===== config.mk =====
export PLATFORM = sky130hd
export DESIGN_NAME = ipv4_fragment_reassembly_tracker_unit
export DESIGN_NICKNAME = d
export VERILOG_FILES = /design/src/hdl/ifrt_pkg.sv /design/src/hdl/ipv4_fragment_reassembly_tracker_unit.sv
export SDC_FILE = /design/constraint.sdc
export NUM_CORES = 2
export LEC_CHECK = 0
export BUFFER_PORTS_ARGS = -buffer_cell sky130_fd_sc_hd__buf_2
export CAP_MARGIN = 20
export CORE_MARGIN = 4
export CORE_UTILIZATION = 33
export DETAILED_ROUTE_END_ITERATION = 10
export GPL_TIMING_DRIVEN = 0
export HOLD_SLACK_MARGIN = 0.03
export MAX_ROUTING_LAYER = met4
export PLACE_DENSITY = 0.52
export SLEW_MARGIN = 40
export SYNTH_ARGS = -nofsm -noshare
export SYNTH_HDL_FRONTEND = slang
export SYNTH_SLANG_ARGS = --single-unit

===== constraint.sdc =====
create_clock -name clk -period 27.4 [get_ports clk]
set_input_delay 1.37 -clock clk [delete_from_list [all_inputs] [get_ports clk]]
set_output_delay 1.37 -clock clk [all_outputs]
set_load 0.03 [all_outputs]

===== src/hdl/ifrt_pkg.sv =====
// Package with types and constants of the fragment reassembly tracker.
`default_nettype none
package ifrt_pkg;
    localparam int NUM_CONTEXTS = 4;
    localparam int FRAGS_PER_CONTEXT = 8;
    localparam int CTX_W = (NUM_CONTEXTS > 1) ? $clog2(NUM_CONTEXTS) : 1;
    localparam int SLOT_W = (FRAGS_PER_CONTEXT > 1) ? $clog2(FRAGS_PER_CONTEXT) : 1;
    localparam int CNT_W = $clog2(FRAGS_PER_CONTEXT + 1);
    localparam logic [31:0] TIMEOUT_RESET = 32'd60;
    localparam logic [19:0] TOTAL_MAX = 20'hFFFFF;

    localparam logic [1:0] ST_STORED = 2'd0;
    localparam logic [1:0] ST_COMPLETE = 2'd1;
    localparam logic [1:0] ST_NO_CTX = 2'd2;
    localparam logic [1:0] ST_FULL = 2'd3;

    typedef struct packed {
        logic [15:0] offset;
        logic [15:0] size;
        logic        last;
    } slot_t;
endpackage
`default_nettype wire


===== src/hdl/ipv4_fragment_reassembly_tracker_unit.sv =====
// Top level of the IPv4 fragment reassembly tracker.
// Usage: one fragment descriptor is taken per input word on in_valid/in_ready.
// Each word yields one result word (stored, dropped) or, when its context
// completes, one result word per stored fragment in offset order, with
// end_of_run set on the final one. The unit works on one fragment at a time:
// a sequencer steps one context per cycle for expiry and then for matching,
// then one slot per cycle for the ordered insert and one slot per cycle for
// the completeness walk, using an age subtractor and a running offset adder.
// Configuration writes on cfg_valid/cfg_ready load the timeout from
// reassembly_timeout; they are taken at any time but are meant for idle.
// Reset clears all contexts and loads a timeout of 60. When the receiver
// stalls, the current result word holds in the output register and the
// sequencer waits; no input is taken until the last result word is taken.
`default_nettype none
module ipv4_fragment_reassembly_tracker_unit
(
    input  wire logic        clk,
    input  wire logic        rst_n,
    input  wire logic        cfg_valid,
    output logic             cfg_ready,
    input  wire logic [31:0] reassembly_timeout,
    input  wire logic        in_valid,
    output logic             in_ready,
    input  wire logic [31:0] source_addr,
    input  wire logic [31:0] dest_addr,
    input  wire logic [7:0]  protocol_num,
    input  wire logic [15:0] ident,
    input  wire logic [15:0] frag_offset,
    input  wire logic [15:0] frag_size,
    input  wire logic        frag_is_last,
    input  wire logic [31:0] now_time,
    output logic             out_valid,
    input  wire logic        out_ready,
    output logic [1:0]       status,
    output logic [1:0]       context_index,
    output logic [15:0]      out_offset,
    output logic [15:0]      out_size,
    output logic             out_is_last,
    output logic [19:0]      total_length,
    output logic             end_of_run
);
    import ifrt_pkg::*;

    localparam logic [3:0] S_IDLE   = 4'd0;
    localparam logic [3:0] S_EXPIRE = 4'd1;
    localparam logic [3:0] S_MATCH  = 4'd2;
    localparam logic [3:0] S_OPEN   = 4'd3;
    localparam logic [3:0] S_FIND   = 4'd4;
    localparam logic [3:0] S_SHIFT  = 4'd5;
    localparam logic [3:0] S_WALK   = 4'd6;
    localparam logic [3:0] S_EMIT   = 4'd7;
    localparam logic [3:0] S_OUT    = 4'd8;

    localparam int CI_W = CTX_W + 1;
    localparam int SI_W = SLOT_W + 1;
    localparam int SUM_W = 33;

    // Context table and fragment slots
    logic [NUM_CONTEXTS-1:0] ctx_valid_reg, ctx_valid_next;
    logic [CNT_W-1:0] ctx_count_reg [NUM_CONTEXTS];
    logic [31:0] ctx_source_mem [NUM_CONTEXTS];
    logic [31:0] ctx_dest_mem   [NUM_CONTEXTS];
    logic [7:0]  ctx_protocol_mem [NUM_CONTEXTS];
    logic [15:0] ctx_ident_mem  [NUM_CONTEXTS];
    logic [31:0] ctx_start_mem  [NUM_CONTEXTS];
    slot_t slot_mem [NUM_CONTEXTS][FRAGS_PER_CONTEXT];

    logic [31:0] timeout_reg;
    logic [3:0]  state_reg, state_next;
    logic [CI_W-1:0] cidx_reg, cidx_next;
    logic [SI_W-1:0] sidx_reg, sidx_next;
    logic [SI_W-1:0] pos_reg, pos_next;
    logic [CTX_W-1:0] hit_reg, hit_next;
    logic hit_found_reg, hit_found_next;
    logic [CTX_W-1:0] fresh_reg, fresh_next;
    logic fresh_found_reg, fresh_found_next;
    logic [SUM_W-1:0] expect_reg, expect_next;
    logic done_reg, done_next;
    logic ok_reg, ok_next;

    // Held input word
    logic [31:0] src_reg, dst_reg, now_reg;
    logic [7:0]  proto_reg;
    logic [15:0] id_reg;
    slot_t frag_reg;

    // Output register
    logic [1:0]  status_reg;
    logic [CTX_W-1:0] oci_reg;
    slot_t oslot_reg;
    logic [19:0] total_reg;
    logic        eor_reg;
    logic        ovalid_reg;

    logic [CTX_W-1:0] cur_c;
    logic [SLOT_W-1:0] cur_s, prev_s;
    logic [CNT_W-1:0] hit_cnt;
    slot_t cur_slot;
    logic [31:0] age;
    logic tuple_eq;
    logic [SUM_W-1:0] sum;

    assign cur_c = cidx_reg[CTX_W-1:0];
    assign cur_s = sidx_reg[SLOT_W-1:0];
    assign prev_s = cur_s - SLOT_W'(1);
    assign hit_cnt = ctx_count_reg[hit_reg];
    assign cur_slot = slot_mem[hit_reg][cur_s];
    // Age subtract and running offset add
    assign age = now_reg - ctx_start_mem[cur_c];
    assign sum = expect_reg + SUM_W'(cur_slot.size);
    assign tuple_eq = (ctx_source_mem[cur_c] == src_reg) && (ctx_dest_mem[cur_c] == dst_reg)
                   && (ctx_protocol_mem[cur_c] == proto_reg) && (ctx_ident_mem[cur_c] == id_reg);

    assign in_ready = (state_reg == S_IDLE) && !ovalid_reg;
    assign cfg_ready = 1'b1;
    assign out_valid = ovalid_reg;
    assign status = status_reg;
    assign context_index = 2'(oci_reg);
    assign out_offset = oslot_reg.offset;
    assign out_size = oslot_reg.size;
    assign out_is_last = oslot_reg.last;
    assign total_length = total_reg;
    assign end_of_run = eor_reg;

    logic out_load;
    logic [1:0] out_status;
    logic out_eor;
    logic wr_open;
    logic wr_shift;
    logic wr_insert;
    logic cnt_inc;
    logic cnt_clr;

    // Sequencer
    always_comb
    begin
        state_next = state_reg;
        cidx_next = cidx_reg;
        sidx_next = sidx_reg;
        pos_next = pos_reg;
        hit_next = hit_reg;
        hit_found_next = hit_found_reg;
        fresh_next = fresh_reg;
        fresh_found_next = fresh_found_reg;
        expect_next = expect_reg;
        done_next = done_reg;
        ok_next = ok_reg;
        ctx_valid_next = ctx_valid_reg;
        out_load = 1'b0;
        out_status = ST_STORED;
        out_eor = 1'b1;
        wr_open = 1'b0;
        wr_shift = 1'b0;
        wr_insert = 1'b0;
        cnt_inc = 1'b0;
        cnt_clr = 1'b0;
        case (state_reg)
            S_IDLE:
            begin
                if (in_valid && in_ready)
                begin
                    state_next = S_EXPIRE;
                    cidx_next = '0;
                end
            end
            S_EXPIRE:
            begin
                // Check one context per cycle and drop it if expired
                if (ctx_valid_reg[cur_c] && (age > timeout_reg))
                    ctx_valid_next[cur_c] = 1'b0;
                if (cidx_reg == CI_W'(NUM_CONTEXTS - 1))
                begin
                    state_next = S_MATCH;
                    cidx_next = '0;
                    hit_found_next = 1'b0;
                    fresh_found_next = 1'b0;
                end
                else
                    cidx_next = cidx_reg + 1'b1;
            end
            S_MATCH:
            begin
                if (ctx_valid_reg[cur_c] && !hit_found_reg && tuple_eq)
                begin
                    hit_found_next = 1'b1;
                    hit_next = cur_c;
                end
                if (!ctx_valid_reg[cur_c] && !fresh_found_reg)
                begin
                    fresh_found_next = 1'b1;
                    fresh_next = cur_c;
                end
                if (cidx_reg == CI_W'(NUM_CONTEXTS - 1))
                    state_next = S_OPEN;
                else
                    cidx_next = cidx_reg + 1'b1;
            end
            S_OPEN:
            begin
                if (!hit_found_reg && !fresh_found_reg)
                begin
                    out_load = 1'b1;
                    out_status = ST_NO_CTX;
                    hit_next = '0;
                    state_next = S_OUT;
                end
                else
                begin
                    if (!hit_found_reg)
                    begin
                        hit_next = fresh_reg;
                        wr_open = 1'b1;
                        ctx_valid_next[fresh_reg] = 1'b1;
                    end
                    sidx_next = '0;
                    state_next = S_FIND;
                end
            end
            S_FIND:
            begin
                // Report a full context, else find first stored offset greater than the new one
                if (hit_cnt >= CNT_W'(FRAGS_PER_CONTEXT))
                begin
                    out_load = 1'b1;
                    out_status = ST_FULL;
                    state_next = S_OUT;
                end
                else if ((SI_W'(hit_cnt) == sidx_reg) || (cur_slot.offset > frag_reg.offset))
                begin
                    pos_next = sidx_reg;
                    sidx_next = SI_W'(hit_cnt);
                    state_next = S_SHIFT;
                end
                else
                    sidx_next = sidx_reg + 1'b1;
            end
            S_SHIFT:
            begin
                // Move one slot up per cycle, then drop in the new fragment
                if (sidx_reg == pos_reg)
                begin
                    wr_insert = 1'b1;
                    cnt_inc = 1'b1;
                    sidx_next = '0;
                    expect_next = '0;
                    done_next = 1'b0;
                    ok_next = 1'b1;
                    state_next = S_WALK;
                end
                else
                begin
                    wr_shift = 1'b1;
                    sidx_next = sidx_reg - 1'b1;
                end
            end
            S_WALK:
            begin
                if (sidx_reg == SI_W'(hit_cnt))
                begin
                    if (ok_reg && done_reg)
                    begin
                        sidx_next = '0;
                        state_next = S_EMIT;
                    end
                    else
                    begin
                        out_load = 1'b1;
                        out_status = ST_STORED;
                        state_next = S_OUT;
                    end
                end
                else if (done_reg || (SUM_W'(cur_slot.offset) > expect_reg))
                begin
                    ok_next = 1'b0;
                    sidx_next = SI_W'(hit_cnt);
                end
                else
                begin
                    if (cur_slot.last)
                        done_next = 1'b1;
                    expect_next = sum;
                    sidx_next = sidx_reg + 1'b1;
                end
            end
            S_EMIT:
            begin
                // Present one ordered fragment per result word
                if (!ovalid_reg || out_ready)
                begin
                    out_load = 1'b1;
                    out_status = ST_COMPLETE;
                    out_eor = (sidx_reg + 1'b1) == SI_W'(hit_cnt);
                    if (out_eor)
                    begin
                        cnt_clr = 1'b1;
                        ctx_valid_next[hit_reg] = 1'b0;
                        state_next = S_IDLE;
                    end
                    else
                        sidx_next = sidx_reg + 1'b1;
                end
            end
            S_OUT:
            begin
                state_next = S_IDLE;
            end
            default:
            begin
                state_next = S_IDLE;
            end
        endcase
    end

    // Control registers
    always_ff @(posedge clk or negedge rst_n)
    begin
        if (!rst_n)
        begin
            state_reg <= S_IDLE;
            ctx_valid_reg <= '0;
            timeout_reg <= TIMEOUT_RESET;
            ovalid_reg <= 1'b0;
            for (int c = 0; c < NUM_CONTEXTS; c++)
                ctx_count_reg[c] <= '0;
        end
        else
        begin
            state_reg <= state_next;
            ctx_valid_reg <= ctx_valid_next;
            if (cfg_valid)
                timeout_reg <= reassembly_timeout;
            if (out_load)
                ovalid_reg <= 1'b1;
            else if (out_ready)
                ovalid_reg <= 1'b0;
            for (int c = 0; c < NUM_CONTEXTS; c++)
            begin
                if (state_reg == S_EXPIRE && cur_c == CTX_W'(c)
                    && ctx_valid_reg[c] && (age > timeout_reg))
                    ctx_count_reg[c] <= '0;
            end
            if (wr_open || cnt_clr)
                ctx_count_reg[hit_next] <= '0;
            if (cnt_inc)
                ctx_count_reg[hit_reg] <= hit_cnt + 1'b1;
        end
    end

    // Datapath registers and stores
    always_ff @(posedge clk)
    begin
        cidx_reg <= cidx_next;
        sidx_reg <= sidx_next;
        pos_reg <= pos_next;
        hit_reg <= hit_next;
        hit_found_reg <= hit_found_next;
        fresh_reg <= fresh_next;
        fresh_found_reg <= fresh_found_next;
        expect_reg <= expect_next;
        done_reg <= done_next;
        ok_reg <= ok_next;
        if (in_valid && in_ready)
        begin
            src_reg <= source_addr;
            dst_reg <= dest_addr;
            proto_reg <= protocol_num;
            id_reg <= ident;
            now_reg <= now_time;
            frag_reg <= '{offset: frag_offset, size: frag_size, last: frag_is_last};
        end
        if (wr_open)
        begin
            ctx_source_mem[fresh_reg] <= src_reg;
            ctx_dest_mem[fresh_reg] <= dst_reg;
            ctx_protocol_mem[fresh_reg] <= proto_reg;
            ctx_ident_mem[fresh_reg] <= id_reg;
            ctx_start_mem[fresh_reg] <= now_reg;
        end
        if (wr_shift)
            slot_mem[hit_reg][cur_s] <= slot_mem[hit_reg][prev_s];
        if (wr_insert)
            slot_mem[hit_reg][cur_s] <= frag_reg;
        if (out_load)
        begin
            status_reg <= out_status;
            oci_reg <= hit_next;
            eor_reg <= out_eor;
            if (out_status == ST_COMPLETE)
            begin
                oslot_reg <= cur_slot;
                total_reg <= (expect_reg > SUM_W'(TOTAL_MAX)) ? TOTAL_MAX : expect_reg[19:0];
            end
            else
            begin
                oslot_reg <= '0;
                total_reg <= '0;
            end
        end
    end
endmodule
`default_nettype wire


* After elaboration in Yosys (flattened, before gate mapping)
Memories as Yosys holds them, arrays and structs flattened. A register that Yosys moved wholly into a read port is not among the register bits.
Index checks and enable logic that the tools add are counted.
** Storage, ports and cells
- Bits in latches :: 0
- Bits in writable memories :: 1536
- Memories :: 6
- Bits of input ports :: 190
- Flip-flop bits (word level) :: 320
- ROM bits :: 0
- Output and inout bits :: 61
** Memory list
- slot_mem :: depth 4, width 264, rd ports 1, clocked after Yosys merged registers in 1, write ports 1, RTL line ipv4_fragment_reassembly_tracker_unit.sv:66 : slot_t slot_mem [NUM_CONTEXTS][FRAGS_PER_CONTEXT];
- ctx_dest_mem :: depth 4, width 32, rd ports 1, clocked after Yosys merged registers in 1, write ports 1, RTL line ipv4_fragment_reassembly_tracker_unit.sv:62 : logic [31:0] ctx_dest_mem [NUM_CONTEXTS];
- ctx_source_mem :: depth 4, width 32, rd ports 1, clocked after Yosys merged registers in 1, write ports 1, RTL line ipv4_fragment_reassembly_tracker_unit.sv:61 : logic [31:0] ctx_source_mem [NUM_CONTEXTS];
- ctx_start_mem :: depth 4, width 32, rd ports 1, clocked after Yosys merged registers in 1, write ports 1, RTL line ipv4_fragment_reassembly_tracker_unit.sv:65 : logic [31:0] ctx_start_mem [NUM_CONTEXTS];
- ctx_ident_mem :: depth 4, width 16, rd ports 1, clocked after Yosys merged registers in 1, write ports 1, RTL line ipv4_fragment_reassembly_tracker_unit.sv:64 : logic [15:0] ctx_ident_mem [NUM_CONTEXTS];
- ctx_protocol_mem :: depth 4, width 8, rd ports 1, clocked after Yosys merged registers in 1, write ports 1, RTL line ipv4_fragment_reassembly_tracker_unit.sv:63 : logic [7:0] ctx_protocol_mem [NUM_CONTEXTS];
** Cells by class
- Div/mod/pow operators :: 0
- Shift operators :: 0
- Mux-type cells :: 382
- Order comparisons :: 18
- Bitwise logic cells :: 276
- Add/subtract/negate cells :: 7
- Eq/ne operators :: 41
- Reduce and logical (&&, ||, !) cells :: 57
- Multiply operators :: 0
** Operator list (number)
- $mux W264 :: 2
- $mux W1 :: 300
- $mux W33 :: 8
- $or A1 B1 Y1 :: 264
- $bmux W33 S3 :: 2
- $mux W4 :: 33
- $demux W33 S3 :: 1
- $pmux W33 S2 :: 1
- $eq A32 B32 Y1 :: 2
- $ne A2 B2 Y1 const B :: 18
- $add A33 B16 Y33 :: 1
- $gt A16 B33 Y1 :: 1
- $gt A33 B20 Y1 const B :: 1
- $gt A32 B32 Y1 :: 1
- $mux W16 :: 2
- $pmux W4 S8 :: 1
- $sub A32 B32 Y32 :: 1
- $logic_and A1 B1 Y1 :: 29
- $mux W2 :: 10
- $mux W20 :: 1
- $pmux W4 S5 :: 1
- $and A16 B16 Y16 :: 1
- $bwmux W16 :: 1
- $demux W4 S2 :: 2
- other kinds (52) :: 97

* Longest topological paths before layout
- Depth after elaboration :: 17
- Mapped depth :: 30
- Depth with buffers taken out :: 23

* Least setup slack after synthesis
OpenSTA, ideal clock, no wires.
- Path type :: reg2reg
- Start point :: register state_reg[3]
- End point :: memory ctx_dest_mem[0][0] (enable)
- Period minus slack after synthesis :: 10.777 ns
- Stages on the path, launching flop included :: 5
- Arrival time :: 10.006 ns
- Slack :: 16.623 ns
- Cells stage by stage :: dfrtp_1 or2_2 nor2_1 and2_1 nor3b_1
** On the way
- Longest elaborated chain between the ends :: 4
** Ends and longest elaborated chain
- from (decl) :: RTL line ipv4_fragment_reassembly_tracker_unit.sv:69 : logic [3:0] state_reg, state_next;
- from (signal assigned) :: RTL line ipv4_fragment_reassembly_tracker_unit.sv:328 : state_reg <= state_next;
- $eq A4 B2 Y1 :: RTL line ipv4_fragment_reassembly_tracker_unit.sv:157 : case (state_reg)
- $mux W1 :: RTL line ipv4_fragment_reassembly_tracker_unit.sv:157
- $mux W1 :: RTL line ipv4_fragment_reassembly_tracker_unit.sv:371 : if (wr_open)
- $mux W1 (implied by the code) :: RTL line ipv4_fragment_reassembly_tracker_unit.sv:374 : ctx_dest_mem[fresh_reg] <= dst_reg;
- to (decl) :: RTL line ipv4_fragment_reassembly_tracker_unit.sv:62
Every way passes these cells.

==> impl_metrics.tcl <==
set metrics [dict create \
    synth_top_cell_by_area "edfxtp_1" \
    numCtsBuffers 200 \
    rows 179 \
    syn_area_per_cell_um2 18.6 \
    first_global_vias 45900 \
    dr.pass1.iters 5 \
    routed_wl_mm 258 \
    vias 45800 \
    htree_num_levels 4 \
    peakVddDrop_uv 82.4 \
    clkLatencyLatePin_ns 0.85 \
    grt_max_degree 58 \
    wire_per_inst_um 31.3 \
    finalMaxSlewViolations 0 \
    dieWidth_um 498 \
    vias_per_cell 5.55 \
    antenna_left 0 \
    fin_crit_sh_pct 32.2 \
    clock.fmax_mhz 113 \
    area_growth_syn_to_layout_pct 20.0 \
    endpoint "ctx_valid_reg[3]$_DFFE_PN0P_" \
    ctsHoldBuffers 0 \
    finClkSkew_ns 0.0742 \
    die_y_um 498 \
    drc_errors 0 \
    coreArea_mm2 0.239 \
    worst_setup_path_end_kind "register" \
    hold_violations 0 \
    layout-drive-gt1-share_pct 33.5 \
    synth_cell_types 88 \
    powerDensity_mw_per_mm2 129 \
    max_cap_viol_count 0 \
    regMostFlops "slot_mem" \
    grt_setup_unrepaired "false" \
    cp.arrival_ns 9.50 \
    fin_util_pct 39.9 \
    initial_core_util_pct 33.3 \
    crit_fanout 10 \
    yosysWarningCount 0 \
    min_period_ns 8.82 \
    synth_cells 4258 \
    yosys-top-cells-area "edfxtp_1 68%, mux4_2 12%, mux2_2 4.3%" \
    path_class "reg -> reg" \
    cts_root_buffer "clkbuf_16" \
    leakage_nw 31.5 \
    ys_seq_area_share_pct 69.9 \
    cts_sinks 1858 \
    drt_iter0_drc 5049 \
    worstReg2RegEnd "ctx_valid_reg[3]$_DFFE_PN0P_" \
    grt-ovfl-total 0 \
    hp-class "reg -> reg" \
    ff2ff_setup_slack_ns 18.58 \
    worst_setup_path_start_kind "register" \
    setup_viol 0 \
    outcome "complete, no violations" \
    crit_path_max_incr_delay_ns 0.68 \
    fillers 21600 \
    yosys.area.top_type_share_pct 68.0 \
    fin_tns_setup_ns 0 \
    grt.total_usage_pct 21.0 \
    ys.flop_type "edfxtp_1" \
    post_cts_buffers 0 \
    globalplace.congestion 0.825 \
    clock_tree.buffer_depth 3 \
    cp_slowest_cell "clkbuf_1" \
    syn_area_mm2 0.0793 \
    syn_nets 4571 \
    synth-edff-count 1797 \
    grt_pass1_wl_mm 358 \
    largest_reg_flops 1056 \
    io-pin-count 251 \
    tightest_slew_ns 0.977 \
    grt_antenna_before_repair 23 \
    cts_tree "built" \
    io_buffer_count 248 \
    maxSlewHeadroom_pct 34.7 \
    ff2ff_path_depth 29 \
    dpl.hpwl_mm 187 \
    worstPathRequired_ns 28.08 \
    clk_pin_slew_ns 0.06 \
    ys_seq_elements 1858 \
    async_flop_share_pct 3.07 \
    nets 5214 \
    cts_resized 0 \
    dieArea_mm2 0.248 \
]
-- placed cells by master (no fill, tap or decap), drive strengths merged, types with 7 or more instances in the layout --
cell type  count
a211oi        14
a21o          37
a21oi         63
a22o           8
a22oi        136
a31oi          7
and2           8
and3          17
buf          512
bufinv         7
clkbuf       378
clkinv       103
clkinvlp       8
dfrtp         53
diode         14
edfxtp      1797
ha           121
inv          150
mux2         305
mux2i         64
mux4         433
nand2        101
nand2b        16
nand3         46
nand4         62
nor2         169
nor2b         50
nor3          27
nor4          15
o21a          14
o21ai         72
o221ai         7
o22ai         17
o2bb2ai        9
or2           13
or3            8
xnor2         77
xor2          52
-- cell usage after synthesis, types with 15 or more instances --
| library cell | count |
|---|---|
| edfxtp_1 | 1797 |
| mux4_2 | 428 |
| mux2_2 | 305 |
| nor2_1 | 169 |
| inv_1 | 141 |
| a22oi_1 | 136 |
| clkbuf_1 | 131 |
| ha_1 | 121 |
| nand2_1 | 101 |
| xnor2_1 | 76 |
| o21ai_0 | 71 |
| mux2i_1 | 64 |
| a21oi_1 | 63 |
| nand4_1 | 62 |
| dfrtp_1 | 53 |
| xor2_1 | 52 |
| nor2b_1 | 50 |
| buf_1 | 46 |
| nand3_1 | 46 |
| a21o_1 | 37 |
| nor3_1 | 27 |
| and3_1 | 17 |
| o22ai_1 | 17 |
| nand2b_1 | 16 |
| buf_2 | 15 |
-- power breakdown --
part	switching, W	internal, W
logic	0.00325	0.00204
registers	0.000139	0.00424
clock network	0.00116	0.00144
-- final cells by class --
class / instances / area [µm²] / share of cell area, %
Sequential cell: 1858 / 55500 / 58.3
Multi-Input combinational cell: 2055 / 22800 / 24.0
Clock buffer: 247 / 5290 / 5.55
Timing Repair Buffer: 441 / 5020 / 5.28
Tap cell: 3167 / 3960 / 4.16
Clock inverter: 125 / 1040 / 1.09
Buffer: 202 / 1000 / 1.06
Inverter: 143 / 537 / 0.564
Antenna cell: 14 / 35.0 / 0.0368
-- metal layers --
metal  wire [µm]  share of wire (%)  vias to the layer above  GRT usage (%)
met4        9320                3.6                        0           6.97
met1      107000                 41                    24300           27.6
met3       23000                8.9                      513           5.08
met2      119000                 46                     2252           32.0
li1            -                  -                    18700              -
met5           0                  0                        -              -
-- worst min-delay path by stage --
stage / slack, ns / to / cells past startpoint / startpoint
after global placement: 0.44 / pos_reg[3]$_DFFE_PP_ / 0 / sidx_reg[3]$_DFFE_PP_
after global routing: 0.48 / pos_reg[3]$_DFFE_PP_ / 0 / sidx_reg[3]$_DFFE_PP_
final: 0.45 / pos_reg[3]$_DFFE_PP_ / 0 / sidx_reg[3]$_DFFE_PP_
after CTS: 0.45 / pos_reg[3]$_DFFE_PP_ / 0 / sidx_reg[3]$_DFFE_PP_
after detailed placement: 0.44 / pos_reg[3]$_DFFE_PP_ / 0 / sidx_reg[3]$_DFFE_PP_
after floorplan: 0.42 / pos_reg[3]$_DFFE_PP_ / 0 / sidx_reg[3]$_DFFE_PP_
-- cells by family (layout without fill, tap and decap cells) --
kind of cell	after synthesis	count (layout)	share of synthesized area [%]
AO/OA/AOI/OAI	451	451	4.04
XOR/XNOR	129	129	1.43
adder cells (fa/ha/maj)	123	123	1.96
buffers and inverters	345	1158	1.74
flip-flops	1858	1858	69.9
multiplexers	802	802	17.5
other	1	15	0.00473
AND/OR/NAND/NOR	549	549	3.44
-- through the flow --
step           power [W]  worst slack, ns  hold slack [ns]  instance area (µm²)  std cells
3_3_place_gp     0.00939             7.45            0.442                84500       7673
4_1_cts           0.0123            18.35            0.451                95200       8238
6_report          0.0123            18.58            0.448                95200       8252
3_5_place_dp     0.00966            18.43            0.438                88800       7866
5_1_grt           0.0128            17.90            0.481                95200       8247
2_1_floorplan    0.00767            16.62            0.424                79300       4258
-- critical path: cells and delay by family (launching register included) --
family / cells / cell delay, ns
muxes: 1 / 0.41
buffers and inverters: 9 / 2.93
xor gates and xnor gates: 1 / 0.09
and+or+nand+nor: 5 / 0.88
DFF: 1 / 0.30
adders and majority gates: 2 / 0.52
AOI/OAI and AO/OA: 11 / 3.49
No activity file was read; power rests on OpenSTA's default activity.
